==> src/hw/rtl/cdeq_pkg.sv <==
// Shared types and constants for the circular double-ended queue.
package cdeq_pkg;

  localparam int unsigned DepthDef   = 16;
  localparam int unsigned DataWDef   = 32;
  localparam int unsigned PopW       = 32;
  localparam int unsigned CntFieldW  = 5;

  typedef enum logic [1:0] {
    REQ_PUSH_FRONT = 2'd0,
    REQ_PUSH_BACK  = 2'd1,
    REQ_POP_FRONT  = 2'd2,
    REQ_POP_BACK   = 2'd3
  } req_e;

  typedef enum logic [1:0] {
    ST_DONE  = 2'd0,
    ST_EMPTY = 2'd1,
    ST_FULL  = 2'd2
  } status_e;

  typedef struct packed {
    req_e              req_type;
    logic [PopW-1:0]   push_value;
  } in_t;

  typedef struct packed {
    logic [PopW-1:0]      pop_value;
    status_e              status;
    logic [CntFieldW-1:0] entry_count;
  } out_t;

endpackage

==> src/hw/rtl/cdeq_ring.sv <==
// Single-port ring storage with a registered read port.
module cdeq_ring #(
  parameter int unsigned DEPTH      = cdeq_pkg::DepthDef,
  parameter int unsigned DATA_WIDTH = cdeq_pkg::DataWDef,
  localparam int unsigned IdxW      = $clog2(DEPTH)
) (
  input  logic                  clk_i,
  input  logic                  wr_en_i,
  input  logic                  rd_en_i,
  input  logic [IdxW-1:0]       addr_i,
  input  logic [DATA_WIDTH-1:0] wdata_i,
  output logic [DATA_WIDTH-1:0] rdata_o
);
  import cdeq_pkg::*;

  logic [DATA_WIDTH-1:0] mem [DEPTH];
  logic [DATA_WIDTH-1:0] rdata_q;

  always_ff @(posedge clk_i) begin
    if (wr_en_i) begin
      mem[addr_i] <= wdata_i;
    end
  end

  // The read data holds until the next read, so a stalled result stays put.
  always_ff @(posedge clk_i) begin
    if (rd_en_i) begin
      rdata_q <= mem[addr_i];
    end
  end

  assign rdata_o = rdata_q;

endmodule

==> src/hw/rtl/circular_double_ended_queue_top.sv <==
// Top level of the circular double-ended queue, with ring storage and index control.
//
// This block is a double-ended queue kept in a ring of DEPTH words. Each input
// item asks to push a word at the front or back, or to pop one from the front
// or back, and produces exactly one result item carrying the popped word (zero
// for pushes and failed pops), a status and the entry count after the request.
// A push on a full queue is refused with status full and a pop on an empty
// queue returns status empty; neither changes anything. The ring lives in a
// single-port synchronous memory: the accepting cycle computes the slot from
// the front index and count registers and issues the write or read, and the
// result item appears in the cycle after acceptance. One item is taken every
// cycle as long as the output side keeps taking results; the registered
// result can be handed off at the same edge a new item enters. A push followed
// by a pop of the same slot needs no forwarding, since the write finishes at
// the edge before the read is issued.
module circular_double_ended_queue_top #(
  parameter int unsigned DEPTH      = cdeq_pkg::DepthDef,
  parameter int unsigned DATA_WIDTH = cdeq_pkg::DataWDef
) (
  input  logic          clk_i,
  input  logic          rst_ni,
  input  logic          in_valid_i,
  output logic          in_stall_o,
  input  cdeq_pkg::in_t in_data_i,
  output logic          out_valid_o,
  input  logic          out_stall_i,
  output cdeq_pkg::out_t out_data_o
);
  import cdeq_pkg::*;

  localparam int unsigned IdxW = $clog2(DEPTH);
  localparam int unsigned CntW = $clog2(DEPTH + 1);
  localparam logic [IdxW-1:0] LastSlot = IdxW'(DEPTH - 1);
  localparam logic [CntW-1:0] FullCnt  = CntW'(DEPTH);
  localparam logic [CntW:0]   DepthExt = (CntW + 1)'(DEPTH);

  // Index state.
  logic [IdxW-1:0] front_q, front_d;
  logic [CntW-1:0] count_q, count_d;

  // Result register.
  logic            out_valid_q, out_valid_d;
  status_e         status_q, status_d;
  logic            pop_ok_q, pop_ok_d;

  logic            accept;
  logic            is_full, is_empty;
  logic [IdxW-1:0] front_inc, front_dec;
  logic [CntW:0]   amount, front_ext, back_diff, back_wrap;
  logic [IdxW-1:0] back_slot;

  logic                  wr_en, rd_en;
  logic [IdxW-1:0]       addr;
  logic [DATA_WIDTH-1:0] wdata, rdata;
  logic [DATA_WIDTH+PopW-1:0] push_wide;
  logic [DATA_WIDTH+PopW-1:0] pop_wide;
  logic [CntW+CntFieldW-1:0]  cnt_wide;

  // A new item may enter whenever the result register is empty or is being
  // taken at this edge.
  assign in_stall_o = out_valid_q && out_stall_i;
  assign accept     = in_valid_i && !in_stall_o;

  assign is_full  = (count_q == FullCnt);
  assign is_empty = (count_q == '0);

  assign front_inc = (front_q == LastSlot) ? '0 : front_q + 1'b1;
  assign front_dec = (front_q == '0) ? LastSlot : front_q - 1'b1;

  // The back slot lies count+1 below the front for a push and count below it
  // for a pop; one subtract and one wrap correction cover both.
  assign amount    = (in_data_i.req_type == REQ_PUSH_BACK) ?
                     ({1'b0, count_q} + 1'b1) : {1'b0, count_q};
  assign front_ext = (CntW + 1)'(front_q);
  assign back_diff = front_ext - amount;
  assign back_wrap = back_diff[CntW] ? back_diff + DepthExt : back_diff;
  assign back_slot = back_wrap[IdxW-1:0];

  // Stored words are kept to DATA_WIDTH bits.
  assign push_wide = {{DATA_WIDTH{1'b0}}, in_data_i.push_value};
  assign wdata     = push_wide[DATA_WIDTH-1:0];

  always_comb begin
    front_d     = front_q;
    count_d     = count_q;
    wr_en       = 1'b0;
    rd_en       = 1'b0;
    addr        = front_q;
    status_d    = status_q;
    pop_ok_d    = pop_ok_q;
    out_valid_d = out_valid_q;

    if (out_valid_q && !out_stall_i) begin
      out_valid_d = 1'b0;
    end

    if (accept) begin
      out_valid_d = 1'b1;
      status_d    = ST_DONE;
      pop_ok_d    = 1'b0;
      unique case (in_data_i.req_type)
        REQ_PUSH_FRONT: begin
          if (is_full) begin
            status_d = ST_FULL;
          end else begin
            wr_en   = 1'b1;
            addr    = front_q;
            front_d = front_inc;
            count_d = count_q + 1'b1;
          end
        end
        REQ_PUSH_BACK: begin
          if (is_full) begin
            status_d = ST_FULL;
          end else begin
            wr_en   = 1'b1;
            addr    = back_slot;
            count_d = count_q + 1'b1;
          end
        end
        REQ_POP_FRONT: begin
          if (is_empty) begin
            status_d = ST_EMPTY;
          end else begin
            rd_en    = 1'b1;
            pop_ok_d = 1'b1;
            addr     = front_dec;
            front_d  = front_dec;
            count_d  = count_q - 1'b1;
          end
        end
        REQ_POP_BACK: begin
          if (is_empty) begin
            status_d = ST_EMPTY;
          end else begin
            rd_en    = 1'b1;
            pop_ok_d = 1'b1;
            addr     = back_slot;
            count_d  = count_q - 1'b1;
          end
        end
        default: begin
          status_d = ST_DONE;
        end
      endcase
    end
  end

  always_ff @(posedge clk_i or negedge rst_ni) begin
    if (!rst_ni) begin
      front_q     <= '0;
      count_q     <= '0;
      out_valid_q <= 1'b0;
    end else begin
      front_q     <= front_d;
      count_q     <= count_d;
      out_valid_q <= out_valid_d;
    end
  end

  // Result payload; it only changes when a new item is accepted.
  always_ff @(posedge clk_i) begin
    status_q <= status_d;
    pop_ok_q <= pop_ok_d;
  end

  cdeq_ring #(
    .DEPTH      (DEPTH),
    .DATA_WIDTH (DATA_WIDTH)
  ) u_ring (
    .clk_i   (clk_i),
    .wr_en_i (wr_en),
    .rd_en_i (rd_en),
    .addr_i  (addr),
    .wdata_i (wdata),
    .rdata_o (rdata)
  );

  // The entry count of the result is the count register after the request.
  assign pop_wide = {{PopW{1'b0}}, rdata};
  assign cnt_wide = {{CntFieldW{1'b0}}, count_q};

  assign out_valid_o            = out_valid_q;
  assign out_data_o.pop_value   = pop_ok_q ? pop_wide[PopW-1:0] : '0;
  assign out_data_o.status      = status_q;
  assign out_data_o.entry_count = cnt_wide[CntFieldW-1:0];

endmodule
==> config.mk <==
export PLATFORM = sky130hd
export DESIGN_NAME = circular_double_ended_queue_top
export DESIGN_NICKNAME = d
export VERILOG_FILES = /design/src/hw/rtl/cdeq_pkg.sv /design/src/hw/rtl/cdeq_ring.sv /design/src/hw/rtl/circular_double_ended_queue_top.sv
export SDC_FILE = /design/constraint.sdc
export NUM_CORES = 1
export LEC_CHECK = 0
export BUFFER_PORTS_ARGS = -buffer_cell sky130_fd_sc_hd__buf_2
export CAP_MARGIN = 25
export CORE_MARGIN = 2
export CORE_UTILIZATION = 61
export DETAILED_ROUTE_END_ITERATION = 12
export PLACE_DENSITY = 0.9
export SLEW_MARGIN = 20
export SYNTH_ARGS = -nofsm -noshare
export SYNTH_HDL_FRONTEND = slang
export SYNTH_HIERARCHICAL = 1
export SYNTH_SLANG_ARGS = --single-unit
==> constraint.sdc <==
create_clock -name clk_i -period 7.21 [get_ports clk_i]
set_input_delay 0.721 -clock clk_i [delete_from_list [all_inputs] [get_ports clk_i]]
set_output_delay 0.721 -clock clk_i [all_outputs]
set_load 0.05 [all_outputs]
### Word level (Yosys, flattened, before mapping)

Memory sizes are Yosys's and may differ from the RTL's. A register that Yosys moved wholly into a read port is not among the register bits.
Cells that the tools add are included.

| storage, ports and cells | value |
|---|---|
| flip-flop bits (word level) | 13 |
| latch bits | 0 |
| memory bits (writable) | 512 |
| memory bits (read-only) | 0 |
| output and inout bits | 41 |
| logic and storage cells | 63 |
| memories kept | 1 |

Memories:

| memory | depth | width | rd ports | clocked after memory_dff | wr ports | RTL line | text |
|---|---|---|---|---|---|---|---|
| u_ring.mem | 16 | 32 | 1 | 1 | 1 | cdeq_ring.sv:16 | `logic [DATA_WIDTH-1:0] mem [DEPTH];` |

| operators by class | value |
|---|---|
| $add $sub $neg | 7 |
| multiply operators | 0 |
| divide/modulo/power cells | 0 |
| order comparisons | 0 |
| eq/ne operators | 8 |
| shift-type cells | 0 |
| multiplexer cells | 28 |
| bitwise operators | 0 |
| reduce and logical (&&, ||, !) cells | 14 |

Operators by type and width:

| operator | number |
|---|---|
| 32-bit two-way mux | 1 |
| 4-bit two-way mux | 8 |
| 4-bit case mux with 4 select lines | 1 |
| 1-bit two-way mux | 11 |
| 5-bit two-way mux | 2 |
| 5-bit case mux with 2 select lines | 1 |
| 4-bit by 1-bit adder with 4-bit output (second input constant) | 2 |
| 4-bit case mux with 2 select lines | 1 |
| 5-bit by 1-bit adder with 6-bit output (second input constant) | 1 |
| 6-bit two-way mux | 1 |
| 2-bit != test (second input constant) | 3 |
| 3-bit AND reduction | 2 |
| 4-bit by 6-bit subtractor with 6-bit output | 1 |
| 5-bit by 1-bit adder with 5-bit output (second input constant) | 1 |
| 5-bit equality test (second input constant) | 1 |
| 5-bit logical NOT | 1 |
| 5-bit by 1-bit subtractor with 5-bit output (second input constant) | 1 |
| 2-bit equality test (second input constant) | 2 |
| 4-bit equality test (second input constant) | 1 |
| 4-bit logical NOT | 1 |
| 2-bit case mux with 2 select lines | 1 |
| 2-bit nonzero test | 2 |
| 2-bit OR reduction | 2 |
| 4-bit by 1-bit subtractor with 4-bit output (second input constant) | 1 |
| 5 further kinds | 8 |

### Depth between registers and ports, before layout

| logic depth | value |
|---|---|
| word-level depth | 8 |
| gate-level depth with buffers | 16 |
| mapped depth without buffers | 14 |

### Modules after synthesis

The synthesis kept the hierarchy.

Modules (own cells, without submodules):

| module | instances | cells an instance | area each (um^2) | seq. area each (um^2) |
|---|---|---|---|---|
| cdeq_ring | 1 | 840 | 20,183.1 | 16,335.7 |
| circular_double_ended_queue_top | 1 | 186 | 1,471.4 | 340.3 |

### Worst setup path before layout

No wires, ideal clock.

| timing | value |
|---|---|
| path type | register to register |
| from | register count_q[0] |
| to | memory u_ring/mem[0][0] (netlist bit), enable pin |
| data arrival time | 5.153 ns |
| required time | 6.749 ns |
| setup slack | 1.596 ns |
| stages on the path, launching flop included | 14 |
| path buffers | 0 |
| cells stage by stage | dfrtp_1 > inv_1 > ha_1 > a21o_1 > inv_1 > ha_1 > nand2_1 > o21ai_0 > nand3_1 > and3_1 > nor3_2 > o21ai_2 > or3b_2 > nor3_1 |

| between the ends | value |
|---|---|
| cells in the longest elaborated chain, start to end | 8 |
| elaborated cells between the ends (all ways) | 17 |
| classes of those cells | 3 x add/sub; 1 x eq/ne; 12 x mux; 1 x reduce/logical |

RTL lines:

| item | RTL line | text |
|---|---|---|
| start, declared | circular_double_ended_queue_top.sv:39 | `logic [CntW-1:0] count_q, count_d;` |
| start signal, assigned | circular_double_ended_queue_top.sv:156 | `count_q <= count_d;` |
| 5-bit by 1-bit adder with 6-bit output | circular_double_ended_queue_top.sv:73 | `({1'b0, count_q} + 1'b1) : {1'b0, count_q};` |
| 6-bit two-way mux | circular_double_ended_queue_top.sv:72 | `assign amount = (in_data_i.req_type == REQ_PUSH_BACK) ?` |
| 4-bit by 6-bit subtractor with 6-bit output | circular_double_ended_queue_top.sv:75 | `assign back_diff = front_ext - amount;` |
| 4-bit by 1-bit adder with 4-bit output | circular_double_ended_queue_top.sv:76 | `assign back_wrap = back_diff[CntW] ? back_diff + DepthExt : back_diff;` |
| 4-bit two-way mux | circular_double_ended_queue_top.sv:76 |  |
| 4-bit two-way mux, on equally long branches | circular_double_ended_queue_top.sv:133, circular_double_ended_queue_top.sv:113 |  |
| 4-bit case mux with 4 select lines (*) | circular_double_ended_queue_top.sv:101 | `unique case (in_data_i.req_type)` |
| 4-bit two-way mux (*) | circular_double_ended_queue_top.sv:97 | `if (accept) begin` |
| named net addr[3] | circular_double_ended_queue_top.sv:53 | `logic [IdxW-1:0] addr;` |
| end, declared | cdeq_ring.sv:16 |  |

The timed path passes the listed nets; every way through them passes the cells marked *.

### Worst setup path after layout

| timing | value |
|---|---|
| from | input port in_data_i[32] (netlist bit) |
| to | memory u_ring/mem[7][17] (netlist bit), enable pin |

| between the ends | value |
|---|---|
| cells in the longest elaborated chain, start to end | 8 |
| elaborated cells between the ends (all ways) | 17 |
| classes of those cells | 2 x add/sub; 3 x eq/ne; 10 x mux; 2 x reduce/logical |

RTL lines:

| item | RTL line | text |
|---|---|---|
| start, declared | circular_double_ended_queue_top.sv:24 | `input cdeq_pkg::in_t in_data_i,` |
| 2-bit by 1-bit equality test with 1-bit output | circular_double_ended_queue_top.sv:72, circular_double_ended_queue_top.sv:101 |  |
| 6-bit two-way mux | circular_double_ended_queue_top.sv:72 |  |
| 4-bit by 6-bit subtractor with 6-bit output | circular_double_ended_queue_top.sv:75 |  |
| 4-bit by 1-bit adder with 4-bit output | circular_double_ended_queue_top.sv:76 |  |
| 4-bit two-way mux | circular_double_ended_queue_top.sv:76 |  |
| 4-bit two-way mux, on equally long branches | circular_double_ended_queue_top.sv:133, circular_double_ended_queue_top.sv:113 |  |
| 4-bit case mux with 4 select lines (*) | circular_double_ended_queue_top.sv:101 |  |
| 4-bit two-way mux (*) | circular_double_ended_queue_top.sv:97 |  |
| named net addr[1] | circular_double_ended_queue_top.sv:53 |  |

Marked as above.

==> results.yml <==
worst_setup_path:
  reg2reg_from: "count_q[0]$_DFFE_PN0P_"
  cp.required_ps: 7490
  cpPeakStageDelay_ps: 970
  path_common_cell: "buf_4"
  critPathLaunchType: "input pin"
  cp_max_fo: 37
  reg2reg_slack_ps: 2250
  cp.arrival_ps: 5250
  r2r-end: "u_ring/mem[4][15]$_DFFE_PP_"
  cp-end-kind: "register"
  crit_chain: "buf_2 > nor2b_1 > xnor2_1 > ha_1 > fa_1 > mux2_2 > o21ai_0 > a21oi_1 > o21ai_4 > buf_4 > nand2_1 > nor2_4 > buf_4"
  rr_worst_depth: 11
  crit_type: "in -> reg"
  slowest_stage: "nor2_4"
routing:
  viasPerCell: 6.77
  dr.pass1.iters: 6
  vias: 11063
  drc_errors: 0
  wirelength_mm: 50.5
  ant_nets: 0
  first_iter_violations: 1181
  wl_per_cell_um: 30.9
hold_path:
  min_to: "out_valid_o$_DFFE_PN0P_"
  whs_path_depth: 2
  min_path_type: "in -> reg"
  hp-start: "in_valid_i"
pwr:
  peakVddDrop_mv: 0.270
  finalPower_mw: 9.22
  p_per_area_nw_per_um2: 376
  p_leak_nw: 7.98
floorplan:
  die_area_um2: 37000
  num_rows: 69
  die_x_um: 192
  die_h_um: 192
  initial_utilization: 0.615
  ios: 79
  fp.coreArea_um2: 35200
finish:
  fillers: 2023
  final_cell_area_um2: 24500
  syn_to_final_growth_pct: 13.1
  drive_above_1_share: 0.285
  fin_cells: 1634
  nets: 1184
  diodes: 0
  fin_util: 0.695
global_route:
  grt_pass1_vias: 11499
  grt.overflow.total: 0
  grt_start_max_net_pins: 105
  antenna_found_initial: 1
  grt_usage: 0.281
  grt_pass1_wl_mm: 73.8
synthesis:
  syn_nets: 1077
  synthCells: 1026
  synth_ff_type: "edfxtp_1"
  synthArstFlopShare: 0.0180
  ys_types: 50
  synth_seq_cells: 557
  synth_area_um2: 21700
  synth_edf_count: 547
  ys_seq_area_frac: 0.770
  synth_warnings: 6
  avgSynthCellArea_um2: 21.1
sta:
  rsz0062_at_grt: "no"
  finClkSkew_ps: 11.3
  fin_crit_ps: 4970
  worst_pin_slew_ps: 1120
  finalSetupViolations: 0
  period_share: 0.689
  timing.final.ws_setup_ps: 2240
  worst_hold_slack_ps: 360
  slew-limit-headroom: 0.253
  final-hold-violation-count: 0
  fmax_mhz: 201
  report.final.slew_viol_count: 0
  setup_tns_ps: 0
placement:
  numPortBuffers: 78
  finalWeightedCongestion: 0.874
  post-place-ws_ps: 1830
  dp_cells: 1536
  placed_cell_area_um2: 22800
  dp_hpwl_mm: 25.9
clock_network:
  clk_latency_ps: 580
  h-tree-depth: 2
  cts_tree: "yes"
  clkTransAtPathRegs_ps: 60
  cts-resized-gates: 0
  clockBufferDepth: 3
  cts_sinks: 557
  clockRootBuffer: "clkbuf_16"
  cts_buffers: 52
run:
  drv_cap: 0
outcome:
  status: "complete, no violations"
[cell families after synthesis]
group                      after synthesis  synth area share
muxes                                  132             0.135
xor gates and xnor gates                 8           0.00324
buffers and inverters                   62            0.0136
AOI/OAI and AO/OA                      110            0.0353
adders and majority gates               13           0.00820
DFF                                    557             0.770
and+or+nand+nor                        144            0.0344
[per-layer routing]
layer	part of all wire	routed length [µm]	GRT usage
met5	0.00014	7	0
met4	0.043	2170	0.127
met3	0.087	4410	0.0564
met2	0.51	25700	0.469
met1	0.36	18200	0.362
[where the power goes]
part           total [mW]  internal [mW]  switching (mW)
clock                2.68           1.53            1.15
combinational        2.64           1.10            1.54
sequential           3.90           3.79           0.102
[timing repair]
action	CTS	global route
hold buffers	1	0
setup buffers	0	0
endpoints found under the hold margin	10	0
[worst max path at each step]
stage | from | to | slack [ps] | cells after the start
floorplan | count_q[0]$_DFFE_PN0P_ | u_ring/mem[0][0]$_DFFE_PP_ | 1600 | 13
global placement | in_data_i[32] | u_ring/mem[7][0]$_DFFE_PP_ | 2100 | 13
detailed placement | in_data_i[32] | u_ring/mem[7][17]$_DFFE_PP_ | 1830 | 13
CTS | count_q[0]$_DFFE_PN0P_ | u_ring/mem[7][17]$_DFFE_PP_ | 2340 | 12
global route | count_q[0]$_DFFE_PN0P_ | u_ring/mem[4][15]$_DFFE_PP_ | 1960 | 11
finish | in_data_i[32] | u_ring/mem[7][17]$_DFFE_PP_ | 2240 | 13
[Yosys cell counts, drive strengths merged (2+ instances only)]
| cell type | number | area (µm²) |
|---|---|---|
| a21o | 4 | 30.0 |
| a21oi | 12 | 60.1 |
| a22oi | 64 | 480 |
| a31oi | 5 | 31.3 |
| and2 | 36 | 226 |
| and3 | 2 | 12.5 |
| buf | 18 | 130 |
| clkbuf | 35 | 131 |
| dfrtp | 10 | 250 |
| edfxtp | 547 | 16400 |
| fa | 2 | 40.0 |
| ha | 11 | 138 |
| inv | 9 | 33.8 |
| mux2 | 2 | 22.5 |
| mux2i | 2 | 20.0 |
| mux4 | 128 | 2880 |
| nand2 | 53 | 201 |
| nand2b | 4 | 25.0 |
| nand3 | 4 | 20.0 |
| nand3b | 2 | 15.0 |
| nor2 | 22 | 82.6 |
| nor2b | 4 | 25.0 |
| nor3 | 8 | 50.1 |
| o21ai | 16 | 83.8 |
| o21bai | 2 | 15.0 |
| xnor2 | 3 | 26.3 |
| xor2 | 5 | 43.8 |
[registers in the layout, summed over array words and instances, names as in the netlist]
signal          cells
u_ring/mem        512
u_ring/rdata_o     32
count_q             5
front_q             4
status_q            2
out_valid_o         1
pop_ok_q            1
[critical path, delay by kind of cell]
| family | cells | cell delay (ps) |
|---|---|---|
| buf+inv | 3 | 1050 |
| simple gates | 3 | 1770 |
| compound gates | 3 | 530 |
| mux | 1 | 280 |
| xor+xnor | 1 | 180 |
| fa+ha+maj | 2 | 680 |
[final cells by class]
| type | instances | area, µm² | area share |
|---|---|---|---|
| sequential | 557 | 16700 | 0.681 |
| multi-input combinational | 407 | 4840 | 0.198 |
| clock buffer | 68 | 1380 | 0.0564 |
| timing repair buffer | 106 | 726 | 0.0296 |
| tap | 461 | 577 | 0.0235 |
| clock inverter | 26 | 259 | 0.0106 |
| inverter | 9 | 33.8 | 0.00138 |
[cell usage in the layout (no fill, tap or decap), types with 15 or more instances in the layout]
cell type,Yosys,final
clkbuf_1,35,15
and2_1,35,34
mux4_2,128,128
nand2_1,52,52
edfxtp_1,547,547
buf_4,1,19
clkbuf_16,0,53
a22oi_1,64,64
buf_2,11,78
No activity file was read; power rests on OpenSTA's default activity.
